**src/rtl/atpr_pkg.sv**
```systemverilog
// Shared constants, types and functions for the tilt pitch/roll core.
package atpr_pkg;

  localparam int CordicIters = 16;
  localparam int SqWidth     = 27;  // x^2, y^2, z^2 each <= 2^26
  localparam int QWidth      = 44;  // radicand, fits 2^44
  localparam int RootWidth   = 22;  // floor(sqrt(Q)) < 2^22
  localparam int VecWidth    = 26;  // CORDIC x/y datapath
  localparam int AngWidth    = 25;  // degrees in Q16
  localparam int QueueDepth  = 4;
  localparam int QueueAw     = 2;
  localparam logic [15:0] MuReset = 16'd655;
  localparam logic signed [10:0] PitchLim = 11'sd900;
  localparam logic signed [11:0] RollLim  = 12'sd1800;

  // Classified item passed from front to back.
  typedef struct packed {
    logic signed [13:0] x;
    logic signed [13:0] y;
    logic signed [13:0] z;
    logic        [15:0] mu;
  } atpr_item_t;

  function automatic logic signed [AngWidth-1:0] atan_q16(input int i);
    logic signed [AngWidth-1:0] r;
    case (i)
      0: r = 25'sd2949120;  1: r = 25'sd1740967;  2: r = 25'sd919879;
      3: r = 25'sd466945;   4: r = 25'sd234379;   5: r = 25'sd117304;
      6: r = 25'sd58666;    7: r = 25'sd29335;    8: r = 25'sd14668;
      9: r = 25'sd7334;     10: r = 25'sd3667;    11: r = 25'sd1833;
      12: r = 25'sd917;     13: r = 25'sd458;     14: r = 25'sd229;
      15: r = 25'sd115;     16: r = 25'sd57;      17: r = 25'sd29;
      18: r = 25'sd14;      19: r = 25'sd7;       20: r = 25'sd4;
      21: r = 25'sd2;       22: r = 25'sd1;       default: r = '0;
    endcase
    return r;
  endfunction

endpackage

```
**src/rtl/atpr_front.sv**
```systemverilog
// Front end: accept an axis transaction, drop the low bits, latch mu.
module atpr_front import atpr_pkg::*; (
  input  logic        clk,
  input  logic        rst,
  input  logic        cfg_we,
  input  logic [15:0] cfg_wdata,
  input  logic        in_valid,
  output logic        in_ready,
  input  logic [47:0] in_data,
  output logic        item_valid,
  input  logic        item_ready,
  output atpr_item_t  item
);

  logic [15:0] mu;

  always_ff @(posedge clk) begin
    if (rst) begin
      mu <= MuReset;
    end else if (cfg_we) begin
      mu <= cfg_wdata;
    end
  end

  assign in_ready   = item_ready;
  assign item_valid = in_valid;

  always_comb begin
    item.x  = in_data[15:2];
    item.y  = in_data[31:18];
    item.z  = in_data[47:34];
    item.mu = mu;
  end

endmodule

```
**config.mk**
```make
export PLATFORM = sky130hd
export DESIGN_NAME = atpr_front
export DESIGN_NICKNAME = d
export VERILOG_FILES = /design/src/rtl/atpr_pkg.sv /design/src/rtl/atpr_front.sv
export SDC_FILE = /design/constraint.sdc
export NUM_CORES = 1
export LEC_CHECK = 0
export ABC_AREA = 1
export BUFFER_PORTS_ARGS = -buffer_cell sky130_fd_sc_hd__buf_2
export CAP_MARGIN = 20
export CORE_ASPECT_RATIO = 1.5
export CORE_MARGIN = 4
export CORE_UTILIZATION = 31
export CTS_CLUSTER_SIZE = 16
export DETAILED_ROUTE_END_ITERATION = 10
export MAX_ROUTING_LAYER = met4
export PLACE_DENSITY = 0.8
export SLEW_MARGIN = 20
export SYNTH_ARGS = -nofsm -noshare
export SYNTH_HDL_FRONTEND = slang
export SYNTH_SLANG_ARGS = --single-unit
```
**constraint.sdc**
```tcl
create_clock -name clk -period 0.8 [get_ports clk]
set_clock_uncertainty 0.1 [all_clocks]
set_input_delay 0.04 -clock clk [delete_from_list [all_inputs] [get_ports clk]]
set_output_delay 0.04 -clock clk [all_outputs]
set_load 0.1 [all_outputs]
```
==> metrics <==
status finished with violations; failing checks hold timing, setup timing; WP depth 1; Clock Sinks 16; CP arrival 0.77 ns; Hold Buf Count CTS 4; antenna violations before repair 0; Worst-Skew Late Latency 0.24 ns; final std cells w/o fill 167; vias per cell 4.01; PnR worst setup slack -0.112 ns; mux share of post-synthesis cell area 0; xor and xnor area share after synthesis 0; drt first pass iters 3; sequential cell area 380 um2; crit-path leading delay family flip-flops; Least-Margin Pin Slew 0.280 ns; Starting Density 0.328; area leader, netlist buf_4; CP Buf/Inv Count 1; final setup fails 16; top cell type's share of synthesized area 0.346; Synth Cell Area 976 um2; Leak Pwr 0.623 nW; # H-tree levels 1; Post-Syn Nets 203; Post-Synth Adder-Cell Area 0; unrepaired setup endpoints after global routing yes; syn avg cell area 7.28 um2; Crit path required time 0.66 ns; Place WS 0.0310 ns; Fillers 298; Via Count 669; layout net count 198; crit-path cells buf_12; WHS Path Cells 3; worst reg2reg startpoint mu[0]; compound-cell area share of the yosys netlist 0; Worst setup SP type flop; worst reg-to-reg path cell count 3; initial DRC count 16; worst vdd ir 0.000557 V; gr usage total 0.100; Yosys warning count 0; reg2reg end mu[0]; Area Growth Syn to Fin 26.4%; drt wl/cell 11.6 um; die width 53.8 um; hpwl dp 1480 um; CTS tree yes; ratio of cells with drive above 1 in the final layout 0.461; root buf cell clkbuf_8; placed cells 160; Die Area 4130 um2; slowest cell delay on critical path 0.36 ns; flop2flop setup slack 0.01 ns; Hold Path End mu[9]; critical path class flop to output pin; Max FO, Critical Path 2; antenna viol nets, final 0; min-delay src cfg_wdata[9]; GP Congestion 0.653; core area 2970 um2; Hold WS -0.0851 ns; antenna cells 0; Slew Limit Fails 0; I/O Pins 129; worst-case clock buffer depth 2; Final Routed Wirelength 1940 um; sequential cell area fraction in the yosys report 0.328; crit end category output pin; area of the multi-input gates 238 um2; CP max-delay cell dfxtp_4; Sum Neg Setup Slack -1.70 ns; Synth Register Bits 16; Final Hold Fails 53; post-route total power 2.34 mW; port bufs 34; DRC viols 0; Synth Area in Simple Gates 0.241; vias in the first global route 636; Largest register FFs 16; Post-Synthesis Cells 134; Rows 24; clk slew on worst S/H paths 0.06 ns; largest registers mu (16); first-pass GRT wire length 2950 um; Top reg by flops mu; PwrDens 1900 nW/um2; hold crit path type primary input to flop; pin count of the biggest net entering global routing 23; largest family of logic cells by synthesized area buffers and inverters; synth top area cells buf_4 35%, dfxtp_1 33%, nand2_1 11%; Die Ht 76.7 um; number of CTS-inserted buffers 3; max cap viols 0; period utilization 1.14; Overflow after GRT 0; Synth cell types 10; Slew headroom 0.813; minimum clock period 0.912 ns; achievable clock frequency 1100 MHz
[final cells by class]
type / count / share of cell area
timing repair buffer: 38 / 0.386
sequential: 16 / 0.308
multi-input combinational: 58 / 0.193
tap: 39 / 0.0396
inverter: 12 / 0.0365
clock buffer: 3 / 0.0335
clock inverter: 1 / 0.00304
[synth_stat cells]
cell type / count
inv_2: 1
dfxtp_1: 16
nand3_1: 6
buf_8: 1
inv_1: 11
nand2_1: 28
buf_6: 2
nand2_2: 4
nor2_1: 20
buf_4: 45
[logic make-up after synthesis]
group / Yosys count
buf+inv: 60
simple gates: 58
flops: 16
[what timing repair did]
action                                  in CTS  in global routing
endpoints found under the hold margin       55                 48
setup buffers                                1                  0
gates resized for setup                      0                  4
endpoints found under the setup margin      16                 20
[cells in the final DEF, fill, tap and decap left out]
master          count
buf_2              16
clkinv_1            1
nand3_1             6
inv_1              11
dlymetal6s4s_1      2
nand2_1            27
clkbuf_8            3
dfxtp_4            16
buf_6               1
buf_12             17
inv_2               1
nand2_2             5
nor2_1             20
dlygate4sd3_1       2
[report_power, final]
part	switching [mW]	internal, mW
logic	0.531	0.313
clock network	0.256	0.339
registers	0.0590	0.842
total	0.846	1.49
[stage by stage]
stage	instance area [um2]	utilization
2_1_floorplan	1040	-
3_3_place_gp	1140	0.383
3_5_place_dp	1140	0.383
4_1_cts	1230	0.415
5_1_grt	1230	0.415
6_report	1230	0.415
[worst max path at each step]
| stage | startpoint | slack, ns | to |
|---|---|---|---|
| finish | mu[0] | -0.11 | item[0] |
| global route | mu[11] | -0.14 | item[11] |
| CTS | mu[10] | -0.12 | item[10] |
| detailed placement | rst | 0.03 | mu[10] |
| global placement | cfg_we | 0.06 | mu[4] |
| floorplan | mu[10] | -0.03 | mu[10] |
[metal layers]
layer / share of wire / wire length [um] / GRT usage
met1: 0.33 / 633 / 0.0847
met2: 0.49 / 958 / 0.148
met3: 0.10 / 202 / 0.0271
met5: 0 / 0 / -
met4: 0.077 / 149 / 0.128
Note: power is estimated with default switching activity, not from simulation.
