`src/rtl/atpr_pkg.sv`:
```
// Shared constants, types and functions for the tilt pitch/roll core.
package atpr_pkg;

  localparam int CordicIters = 16;
  localparam int SqWidth     = 27;  // x^2, y^2, z^2 each <= 2^26
  localparam int QWidth      = 44;  // radicand, fits 2^44
  localparam int RootWidth   = 22;  // floor(sqrt(Q)) < 2^22
  localparam int VecWidth    = 26;  // CORDIC x/y datapath
  localparam int AngWidth    = 25;  // degrees in Q16
  localparam int QueueDepth  = 4;
  localparam int QueueAw     = 2;
  localparam logic [15:0] MuReset = 16'd655;
  localparam logic signed [10:0] PitchLim = 11'sd900;
  localparam logic signed [11:0] RollLim  = 12'sd1800;

  // Classified item passed from front to back.
  typedef struct packed {
    logic signed [13:0] x;
    logic signed [13:0] y;
    logic signed [13:0] z;
    logic        [15:0] mu;
  } atpr_item_t;

  function automatic logic signed [AngWidth-1:0] atan_q16(input int i);
    logic signed [AngWidth-1:0] r;
    case (i)
      0: r = 25'sd2949120;  1: r = 25'sd1740967;  2: r = 25'sd919879;
      3: r = 25'sd466945;   4: r = 25'sd234379;   5: r = 25'sd117304;
      6: r = 25'sd58666;    7: r = 25'sd29335;    8: r = 25'sd14668;
      9: r = 25'sd7334;     10: r = 25'sd3667;    11: r = 25'sd1833;
      12: r = 25'sd917;     13: r = 25'sd458;     14: r = 25'sd229;
      15: r = 25'sd115;     16: r = 25'sd57;      17: r = 25'sd29;
      18: r = 25'sd14;      19: r = 25'sd7;       20: r = 25'sd4;
      21: r = 25'sd2;       22: r = 25'sd1;       default: r = '0;
    endcase
    return r;
  endfunction

endpackage

```
`src/rtl/atpr_queue.sv`:
```
// Short FIFO between the front end and the angle pipeline.
module atpr_queue import atpr_pkg::*; (
  input  logic       clk,
  input  logic       rst,
  input  logic       wr_valid,
  output logic       wr_ready,
  input  atpr_item_t wr_item,
  output logic       rd_valid,
  input  logic       rd_ready,
  output atpr_item_t rd_item
);

  atpr_item_t mem [QueueDepth];
  logic [QueueAw-1:0] wp, rp;
  logic [QueueAw:0]   cnt;
  logic wr_fire, rd_fire;

  assign wr_ready = (cnt != (QueueAw+1)'(QueueDepth));
  assign rd_valid = (cnt != '0);
  assign wr_fire  = wr_valid && wr_ready;
  assign rd_fire  = rd_valid && rd_ready;
  assign rd_item  = mem[rp];

  always_ff @(posedge clk) begin
    if (wr_fire) begin
      mem[wp] <= wr_item;
    end
  end

  always_ff @(posedge clk) begin
    if (rst) begin
      wp  <= '0;
      rp  <= '0;
      cnt <= '0;
    end else begin
      if (wr_fire) wp <= wp + 1'b1;
      if (rd_fire) rp <= rp + 1'b1;
      cnt <= cnt + (QueueAw+1)'(wr_fire) - (QueueAw+1)'(rd_fire);
    end
  end

endmodule

```
`config.mk`:
```
export PLATFORM = sky130hd
export DESIGN_NAME = atpr_queue
export DESIGN_NICKNAME = d
export VERILOG_FILES = /design/src/rtl/atpr_pkg.sv /design/src/rtl/atpr_queue.sv
export SDC_FILE = /design/constraint.sdc
export NUM_CORES = 1
export LEC_CHECK = 0
export BUFFER_PORTS_ARGS = -buffer_cell sky130_fd_sc_hd__buf_2
export CAP_MARGIN = 20
export CORE_MARGIN = 4
export CORE_UTILIZATION = 40
export CTS_CLUSTER_SIZE = 12
export DETAILED_ROUTE_END_ITERATION = 16
export PLACE_DENSITY_LB_ADDON = 0.12
export SLEW_MARGIN = 15
export SYNTH_ARGS = -nofsm -noshare
export SYNTH_HDL_FRONTEND = slang
export SYNTH_SLANG_ARGS = --single-unit
```
`constraint.sdc`:
```
create_clock -name clk -period 2.65 [get_ports clk]
set_input_delay 0.3975 -clock clk [delete_from_list [all_inputs] [get_ports clk]]
set_output_delay 0.3975 -clock clk [all_outputs]
set_load 0.01 [all_outputs]
```
==> impl_metrics.ini <==
[status]
status = finished clean

[timing]
timing.final.ws_setup_ps = 334
max_freq_mhz = 432
fin_crit_sh_pct = 87.4
fin_crit_ps = 2320
skew_ps = 7.78
slew_viol_final = 0
hold_viol = 0
slew_headroom_pct = 64.4
finalSetupTns_ps = 0
worstMarginPinSlew_ps = 533
rsz0062_at_grt = false
setup_viol = 0

[yosys]
ys.flop_type = edfxtp_1
netlist_area_um2 = 8860
ys_warn_count = 0
syn_avg_cell_area_um2 = 25.2
ys_seq_elements = 241
ys_seq_area_share_pct = 80.7
synth_cell_types = 26
synthCells = 352
async_flop_share_pct = 0
syn_nets = 421
synth_edf_count = 232

[drt]
vias_per_cell = 5.11
vias = 4063
wl_per_cell_um = 20.3
drtPass1Iterations = 4
ant_nets = 0
drt_drc_violations_left = 0
routed_wl_um = 16100
drt_iter0_markers = 246

[floorplanning]
die_height_um = 157
coreArea_um2 = 21800
dieArea_um2 = 24600
placementRows = 54
die_x_um = 157
start_util_pct = 40.6
ios = 122

[finish]
area_growth_pct = 19.5
fillers = 1837
register_area_um2 = 7150
multi_input_area_um2 = 1580
antennaDiodeCount = 0
fin_nets = 568
drive_gt1_share_pct = 44.3

[setup_path]
slowest_delay_ps = 450
cp-start-kind = register
crit_arrival_ps = 2730
critPathCaptureType = register
critPathRequiredTime_ps = 3070
crit_fanout = 7
crit_chain = nor2_1, a21boi_1, inv_1, ha_1, inv_1, ha_1, inv_1, fa_1, xor2_1, and2_1, nor3_1
crit_type = register to register
cpMostUsedCell = inv_1
cp_slowest_cell = dfxtp_1

[clock_tree]
cts_resized = 0
clkLatencyLatePin_ps = 500
path_clk_slew_ps = 60
clk_path_buf_depth = 3
cts-root-buf = clkbuf_16
ctsHoldBuffers = 0
cts_buffers = 25
clock_sinks = 241
cts_tree = done
post_cts_buffers = 0
h-tree-depth = 1

[global_route]
grt_pass1_vias = 4451
grt_pass1_wl_um = 25100
antenna_found_initial = 2
overflow = 0
grt_max_degree = 34
grt_use_total_pct = 13.3

[placed_design]
pre_cts_slack_ps = 322
routabilityCongestion = 0.720
hpwlAfterDp_um = 9790
port_buffers = 121

[power]
leakagePower_nw = 3.56
power.density_nw_per_um2 = 971
ir_drop_mv = 0.629

[min_path]
hp-class = input port to register

[run]
cap_viol_max_count = 0
==> layout by cell type (no fill, tap or decap) <==
cell type / instances
xor2_1: 2
edfxtp_1: 232
clkbuf_8: 1
nor2_1: 8
ha_1: 6
nor3_1: 1
mux2i_1: 1
buf_12: 6
inv_1: 5
or3_1: 1
clkinv_2: 3
dfxtp_2: 1
and2_4: 4
dfxtp_1: 7
nand2b_1: 2
o31a_1: 1
nand2_1: 1
and2_1: 1
mux2_2: 1
dfxtp_4: 1
clkbuf_1: 13
clkinv_1: 1
xnor2_1: 1
buf_4: 7
fa_1: 1
a21boi_1: 1
buf_2: 121
clkbuf_16: 25
nor2b_1: 1
mux4_2: 58
o311ai_0: 1
==> sequential cells by signal, indices dropped and copies added (netlist names), named ones only <==
name / flops
mem: 232
cnt: 3
rp: 2
wp: 2
==> final cells by class <==
type / count / area share, %
Clock buffer: 39 / 6.50
Clock inverter: 4 / 0.177
Inverter: 5 / 0.177
Multi-Input combinational cell: 92 / 14.9
Sequential cell: 241 / 67.6
Tap cell: 280 / 3.31
Timing Repair Buffer: 134 / 7.35
==> path summary, 6_finish.rpt <==
path / startpoint / endpoint / slack, ps / depth (start not counted)
worst min register to register: wp[1] / wp[1] / 530 / 2
worst max register to register: cnt[1] / cnt[2] / 330 / 11
worst max-delay path: cnt[1] / cnt[2] / 330 / 11
worst min-delay path: wr_item[32] / mem[3][32] / 100 / 1
==> per-stage QoR <==
stage          hold slack [ps]  total power, mW  std cells  utilization [%]  cell area, µm²
4_1_cts                   79.2             10.5        795             48.5           10600
6_report                   104             10.3        795             48.5           10600
5_1_grt                   86.2             10.8        795             48.5           10600
3_3_place_gp               497             7.37        752             45.3            9880
2_1_floorplan              482             6.49        352                -            8860
3_5_place_dp               529             7.41        752             45.3            9880
==> cell usage after synthesis, drive strengths merged (2+ instances only) <==
library cell,instances,area share [%]
dfxtp,9,2.0
edfxtp,232,79
and2,5,0.35
buf,13,1.4
nor2,8,0.34
ha,6,0.85
nand2b,2,0.14
xor2,2,0.20
inv,5,0.21
mux4,58,15
==> power by group <==
part	internal (mW)	switching (mW)	total [mW]
logic	1.17	1.27	2.44
registers	4.67	0.125	4.80
clock network	1.77	1.27	3.04
==> critical path, delay by kind of cell, from the launching register on <==
| kind | cells | cell delay [ps] |
|---|---|---|
| adder cells (fa/ha/maj) | 3 | 820 |
| flip-flops | 1 | 450 |
| AND/OR/NAND/NOR | 3 | 400 |
| AO/OA/AOI/OAI | 1 | 220 |
| buffers and inverters | 3 | 180 |
| XOR/XNOR | 1 | 160 |
==> layer usage <==
metal  vias to the layer above  track usage, %  routed length, µm
met5                         -               0                 21
met4                         4            3.47                367
met3                        36            3.76               1260
met2                       112            22.0               7830
met1                      2134            17.6               6630
li1                       1777               -                  -
==> cell families (layout without fill, tap and decap cells) <==
family | Yosys count | in the layout | share of synthesized area [%]
flops | 241 | 241 | 80.7
xor+xnor | 3 | 3 | 0.297
mux | 60 | 60 | 15.0
compound gates | 3 | 3 | 0.283
simple gates | 19 | 19 | 1.07
buf+inv | 19 | 182 | 1.61
fa+ha+maj | 7 | 7 | 1.07
Power figures use the tool's default switching activity.
